### src/design/assert_macros.svh
// Assertion macros used by the span timer sample ring.
`ifndef ASSERT_MACROS_SVH
`define ASSERT_MACROS_SVH
// Same-cycle implication, checked outside reset.
`define ASSERT_IMP(name, a, b) \
  name: assert property (@(posedge clk_i) disable iff (!rst_ni) (a) |-> (b)) \
    else $error("%m: implication failed");
// Next-cycle implication, checked outside reset.
`define ASSERT_NXT(name, a, b) \
  name: assert property (@(posedge clk_i) disable iff (!rst_ni) (a) |=> (b)) \
    else $error("%m: next-cycle implication failed");
`endif

### src/design/stsr_pkg.sv
`timescale 1ns / 1ps
// ----------------------------------------------------------------------------
// Span timer package
// Sizes, codes and the ring entry layout shared by the span timer files.
// ----------------------------------------------------------------------------
package stsr_pkg;
  localparam int TIMER_COUNT = 16;
  localparam int RING_DEPTH  = 64;
  localparam int TID_W  = $clog2(TIMER_COUNT);
  localparam int SLOT_W = $clog2(RING_DEPTH);
  localparam int ADDR_W = TID_W + SLOT_W;
  localparam int CNT_W  = SLOT_W + 1;
  localparam int CTR_W  = ADDR_W + 1;

  typedef enum logic [2:0] {
    OP_START = 3'd0,
    OP_STOP  = 3'd1,
    OP_RESET = 3'd2,
    OP_FRAME = 3'd3,
    OP_STATS = 3'd4
  } op_e;

  typedef enum logic [3:0] {
    S_CLEAR, S_IDLE, S_START, S_STOP_RD, S_STOP_WR,
    S_TRESET, S_STAT_RD, S_STAT_ACC, S_RESP
  } state_e;

  typedef struct packed {
    logic [63:0] start_ns;
    logic [63:0] end_ns;
    logic [63:0] start_cyc;
    logic [63:0] span_ns;
    logic [63:0] span_cyc;
  } entry_t;

  typedef struct packed {
    logic [CNT_W-1:0] count;
    logic [63:0]      min_ns;
    logic [63:0]      max_ns;
    logic [63:0]      sum_ns;
    logic [63:0]      min_cyc;
    logic [63:0]      max_cyc;
    logic [63:0]      sum_cyc;
  } stats_t;
endpackage

### src/design/stsr_stats_acc.sv
`timescale 1ns / 1ps
// ----------------------------------------------------------------------------
// Span timer statistics accumulator
// Folds one sample per enabled cycle into minimum, maximum, sum and count.
// ----------------------------------------------------------------------------
module stsr_stats_acc (
  input  logic              clk_i,
  input  logic              rst_ni,
  input  logic              clr_i,
  input  logic              en_i,
  input  logic [63:0]       span_ns_i,
  input  logic [63:0]       span_cyc_i,
  output stsr_pkg::stats_t  stats_o
);
  import stsr_pkg::*;

  stats_t acc_q, acc_d;

  always_comb begin
    acc_d = acc_q;
    if (clr_i) begin
      acc_d = '0;
      acc_d.min_ns  = '1;
      acc_d.min_cyc = '1;
    end else if (en_i) begin
      acc_d.count = acc_q.count + 1'b1;
      if (span_ns_i < acc_q.min_ns) acc_d.min_ns = span_ns_i;
      if (span_ns_i > acc_q.max_ns) acc_d.max_ns = span_ns_i;
      acc_d.sum_ns = acc_q.sum_ns + span_ns_i;
      if (span_cyc_i < acc_q.min_cyc) acc_d.min_cyc = span_cyc_i;
      if (span_cyc_i > acc_q.max_cyc) acc_d.max_cyc = span_cyc_i;
      acc_d.sum_cyc = acc_q.sum_cyc + span_cyc_i;
    end
  end

  always_ff @(posedge clk_i or negedge rst_ni) begin
    if (!rst_ni) begin
      acc_q <= '0;
    end else begin
      acc_q <= acc_d;
    end
  end

  always_comb begin
    stats_o = '0;
    if (acc_q.count != '0) begin
      stats_o = acc_q;
    end
  end
endmodule

### config.mk
export PLATFORM = sky130hd
export DESIGN_NAME = stsr_stats_acc
export DESIGN_NICKNAME = d
export VERILOG_FILES = /design/src/design/assert_macros.svh /design/src/design/stsr_pkg.sv /design/src/design/stsr_stats_acc.sv
export SDC_FILE = /design/constraint.sdc
export NUM_CORES = 2
export LEC_CHECK = 0
export BUFFER_PORTS_ARGS = -buffer_cell sky130_fd_sc_hd__buf_2
export CORE_MARGIN = 3
export CORE_UTILIZATION = 40
export CTS_CLUSTER_SIZE = 28
export DETAILED_ROUTE_END_ITERATION = 7
export GPL_TIMING_DRIVEN = 1
export PLACE_DENSITY = 0.58
export REMOVE_ABC_BUFFERS = 1
export SYNTH_ARGS = -nofsm -noshare
export SYNTH_HDL_FRONTEND = slang
export SYNTH_SLANG_ARGS = --single-unit
### constraint.sdc
create_clock -name clk_i -period 4.1 [get_ports clk_i]
set_clock_uncertainty 0.2 [all_clocks]
set_input_delay 0.615 -clock clk_i [delete_from_list [all_inputs] [get_ports clk_i]]
set_output_delay 0.615 -clock clk_i [all_outputs]
set_load 0.005 [all_outputs]
# Word-level counts from Yosys, hierarchy flattened
# Index checks and enable logic that the tools add are counted.
# Widths: inputs -> output; s select.
# word_totals
ff_bits	391
latch_bits	0
mem_bits_rw	0
rom_bits	0
in_bits	132
output_inout_bits	391
wordCells	31
n_memories	0
# op_classes
n_addsub	3
n_mul	0
div	0
n_lt_le_gt_ge	4
eq_ne	0
shift	0
n_mux	7
bitwise	0
reduce_logical	10
# op_table
cell	n
$mux 391	3
$mux 64	4
$add 64x64->64	2
$gt 64x64->1	2
$lt 64x64->1	2
$reduce_bool 2->1	5
$reduce_and 2->1	4
$add 7x1->7 const B	1
$reduce_bool 7->1	1

# Depth between registers and ports, before layout
# logic_depth
word_depth	4
ltp_mapped	15

# Worst setup path before layout
# Ideal clock, no wire load.
# synth_path
path_type	input to register
start	in span_ns_i[0]
end	reg acc_q[254] (netlist name)
arrival_ns	3.204
required_ns	3.771
setup_slack_ns	0.567
cell_stages	14
path_buffers	0
path_cell_list	ha_1 > inv_1 > fa_1 > nor2b_1 > o31ai_1 > a21oi_2 > o41ai_2 > o21ai_2 > a41oi_2 > o41a_1 > o31a_1 > o21ai_1 > xnor2_1 > o21ai_1
# synth_via
elab_chain_cells	3
# synth_rtl
item	line_no	source
from (decl)	stsr_stats_acc.sv:11	input logic [63:0] span_ns_i,
$add 64x64->64	stsr_stats_acc.sv:29	acc_d.sum_ns = acc_q.sum_ns + span_ns_i;
$mux 391	stsr_stats_acc.sv:25	end else if (en_i) begin
$mux 391	stsr_stats_acc.sv:21	if (clr_i) begin
to (signal assigned)	stsr_stats_acc.sv:38	acc_q <= '0;
to (signal assigned)	stsr_stats_acc.sv:40	acc_q <= acc_d;
to (decl)	stsr_stats_acc.sv:17	stats_t acc_q, acc_d;
# No other way between the ends. The select of a mux whose other input is x is not followed.
# A chain may end at the register's enable or synchronous reset.

# Worst setup path in the final report
# layout_path
start	reg acc_q[0] (netlist name)
end	reg acc_q[62] (netlist name)
# layout_via
elab_chain_cells	3
# layout_rtl
item	line_no	source
$add 64x64->64	stsr_stats_acc.sv:32	acc_d.sum_cyc = acc_q.sum_cyc + span_cyc_i;
$mux 391	stsr_stats_acc.sv:25	
$mux 391	stsr_stats_acc.sv:21	
# No other way between the ends. The select of a mux whose other input is x is not followed.

==> impl_metrics.ini <==
[detailed_routing]
firstDrtPassIters = 5
route.antenna.remaining_nets = 0
drt_iter0_markers = 1584
via_per_inst = 5.36
num_vias = 28000
detail_route.drc_violations = 0
post_drt_wl_per_cell_um = 20.2
routed_wirelength_um = 106000

[cts]
cts_setup_buffers = 0
clk_latency_ns = 0.59
cts.root.buffer_cell = sky130_fd_sc_hd__clkbuf_16
clkTransAtPathRegs_ns = 0.06
cts-root-to-sink-buffers = 3
tritoncts = done
clock_tree.htree_level_count = 2
cts_num_sinks = 391
numCtsBuffers = 51

[global_routing]
global_route_wire_length_before_repair_um = 164000
grt_start_max_net_pins = 176
globalRouteTotalUtil_pct = 25.3
grt_pass1_vias = 28100
gr-total-overflow = 0
antenna_found_initial = 3

[power]
max-vdd-ir-drop_mv = 0.309
finalPower_mw = 14.8
total_switching_power_mw = 5.37
sw_frac_of_total_pct = 36.3
sequential_fraction_of_design_power_pct = 31.4
power.combinational.fraction_pct = 37.6
power.clock.fraction_pct = 31.0
cell_internal_pwr_mw = 9.42
leakagePower_nw = 20.2
powerDensity_nw_per_um2 = 394

[timing]
slew_viol_final = 0
finalCriticalPeriod_ns = 3.87
grt_setup_unrepaired = no
setup_violations = 0
final.period_utilization_pct = 94.5
worst_margin_slew_ns = 1.06
max_freq_mhz = 258
timing.slew.headroom_pct = 29.0
timing_hold_violations_final = 0

[setup_path]
worst-r2r-setup-slack_ns = 0.23
critical_path.endpoint_type = flop
cell_by_cell_trace_of_the_critical_path = ha_1 > inv_1 > fa_1 > nand2b_1 > a21oi_1 > o211ai_1 > a21oi_1 > buf_4 > o211ai_1 > a31oi_1 > o211ai_1 > o21ai_0 > o221ai_1 > xor2_1 > a211oi_1
critPathSlowestCell = sky130_fd_sc_hd__fa_1
crit_path_max_fanout = 5
crit_path_start_kind = flop
worstPathRequired_ns = 4.38
cp_num_buf_inv = 2
crit_top_cell = sky130_fd_sc_hd__o211ai_1
worst-endpoint-arrival_ns = 4.15
worst_path_largest_cell_delay_ns = 0.39
critical-path-top-delay-family = compound AO/OA/AOI/OAI gates
timing_worst_setup_path_type = flop to flop

[logic_synthesis]
synth_top_area_share_pct = 31.3
synth.area.top_cells = sky130_fd_sc_hd__dfrtp_1 31%, sky130_fd_sc_hd__ha_1 15%, sky130_fd_sc_hd__mux2i_1 7.9%
ys.flop_type = sky130_fd_sc_hd__dfrtp_1
ys_seq_elements = 391
mappedNetlistArea_um2 = 31300
post_synth_edffs = 0
yosys_top_cell_by_area = sky130_fd_sc_hd__dfrtp_1
synth.distinct_cells = 81
synth_area_per_cell_um2 = 8.65
synthArstFlopShare_pct = 100
synth_seq_area_share_pct = 31.3
synth_cells = 3620
synth-warning-count = 0

[place]
dpl_cell_area_um2 = 35800
hpwl_um = 80100
i_o_buffers = 522
finalWeightedCongestion = 0.919

[floorplan]
die_width_um = 286
initial_core_utilization_pct = 40.8
core_area_um2 = 76700
pin_count = 523
die_height_um = 286
design.die.area_um2 = 81600
core.rowCount = 101

[worst_hold_path]
hold_path.class = primary input to flop

[layout]
final_nets = 4678
largest_reg_by_ff_count = acc_q
reg_top3 = acc_q x391
layout-drive-gt1-share_pct = 18.5
multi_input_comb_area_um2 = 19700
area.growth.synth_to_final_pct = 20.0
register_area_um2 = 9780
layout.cells.most_common = sky130_fd_sc_hd__buf_2
final_area_um2 = 37600
largest_reg_flops = 391
final.fill_count = 7630
highest_count_cells_in_the_layout_ignoring_fill_and_taps = 519 x sky130_fd_sc_hd__buf_2, 391 x sky130_fd_sc_hd__and2_1, 391 x sky130_fd_sc_hd__dfrtp_1, 382 x sky130_fd_sc_hd__ha_1, 322 x sky130_fd_sc_hd__nor2_1

[flow_run]
maxCapViolations = 0

[run_status]
outcome = complete, no violations
==> metal layers <==
layer	global-route usage [%]	part of all wire, %	vias up
met2	42.6	47	701
met4	7.00	2.7	0
li1	-	-	13700
met5	0	0	-
met1	33.6	45	13500
met3	4.29	5.3	142
==> Yosys cell counts, types with 8 or more instances <==
library cell	n
sky130_fd_sc_hd__xnor2_1	66
sky130_fd_sc_hd__o21ai_0	122
sky130_fd_sc_hd__a31oi_1	21
sky130_fd_sc_hd__buf_2	36
sky130_fd_sc_hd__o21bai_1	20
sky130_fd_sc_hd__nor2_1	324
sky130_fd_sc_hd__and2_1	391
sky130_fd_sc_hd__clkbuf_1	131
sky130_fd_sc_hd__nor3_1	32
sky130_fd_sc_hd__o211ai_1	77
sky130_fd_sc_hd__nand4_1	87
sky130_fd_sc_hd__ha_1	382
sky130_fd_sc_hd__inv_1	293
sky130_fd_sc_hd__mux2i_1	247
sky130_fd_sc_hd__o31ai_1	9
sky130_fd_sc_hd__dfrtp_1	391
sky130_fd_sc_hd__a22o_1	8
sky130_fd_sc_hd__nor2b_1	21
sky130_fd_sc_hd__xor2_1	47
sky130_fd_sc_hd__a21oi_1	207
sky130_fd_sc_hd__a211oi_1	27
sky130_fd_sc_hd__and3_1	10
sky130_fd_sc_hd__buf_4	9
sky130_fd_sc_hd__nand2b_1	21
sky130_fd_sc_hd__nand2_1	264
sky130_fd_sc_hd__o21a_1	17
sky130_fd_sc_hd__nand3_1	25
sky130_fd_sc_hd__a21o_1	191
sky130_fd_sc_hd__or3_1	14
==> layout make-up <==
| cell class | count | share of cell area, % |
|---|---|---|
| Antenna cell | 3 | 0.0200 |
| Sequential cell | 391 | 26.1 |
| Tap cell | 1030 | 3.43 |
| Inverter | 293 | 2.94 |
| Multi-Input combinational cell | 2756 | 52.5 |
| Clock buffer | 73 | 4.02 |
| Timing Repair Buffer | 669 | 10.5 |
| Clock inverter | 19 | 0.493 |
==> power by group through the flow <==
stage          Combinational, mW  Sequential, mW  Clock [mW]
2_1_floorplan               3.69            4.55           0
3_3_place_gp                5.51            4.70           0
3_5_place_dp                5.53            4.70           0
4_1_cts                     5.57            4.65        4.70
5_1_grt                     6.22            4.71        4.85
6_report                    5.55            4.65        4.59
==> timing repair <==
| item | in CTS | in global routing |
|---|---|---|
| hold buffers | 1 | 0 |
| endpoints found under the hold margin | 53 | 0 |
| resized for setup | 0 | 1 |
| setup endpoints to repair | 0 | 8 |
==> worst paths after layout <==
kind,from,end,cells past startpoint
max,acc_q[0],acc_q[62],15
min,clr_i,acc_q[308],2
max reg2reg,acc_q[0],acc_q[62],15
min reg2reg,acc_q[41],acc_q[41],2
max in group asynchronous,rst_ni,acc_q[149],3
min in group asynchronous,rst_ni,acc_q[318],2
==> stage by stage <==
stage / worst slack (ns) / cells / utilization [%] / TNS (ns) / hold WS (ns)
2_1_floorplan: -5.28 / 3440 / - / -2071.52 / 0.119
3_3_place_gp: -0.0259 / 5138 / 46.7 / -0.211 / 0.285
3_5_place_dp: -0.0678 / 5138 / 46.7 / -1.26 / 0.303
4_1_cts: 0.306 / 5231 / 48.9 / 0 / 0.0915
5_1_grt: 0.0261 / 5233 / 49.0 / 0 / 0.104
6_report: 0.226 / 5234 / 49.0 / 0 / 0.135
==> kinds of logic after synthesis <==
| group | after synthesis | synth area share (%) |
|---|---|---|
| fa+ha+maj | 384 | 15.4 |
| xor+xnor | 113 | 3.16 |
| simple gates | 1215 | 19.5 |
| compound gates | 796 | 16.8 |
| mux | 248 | 7.94 |
| flops | 391 | 31.3 |
| buf+inv | 473 | 5.92 |
(Power assumes the default switching activity.)
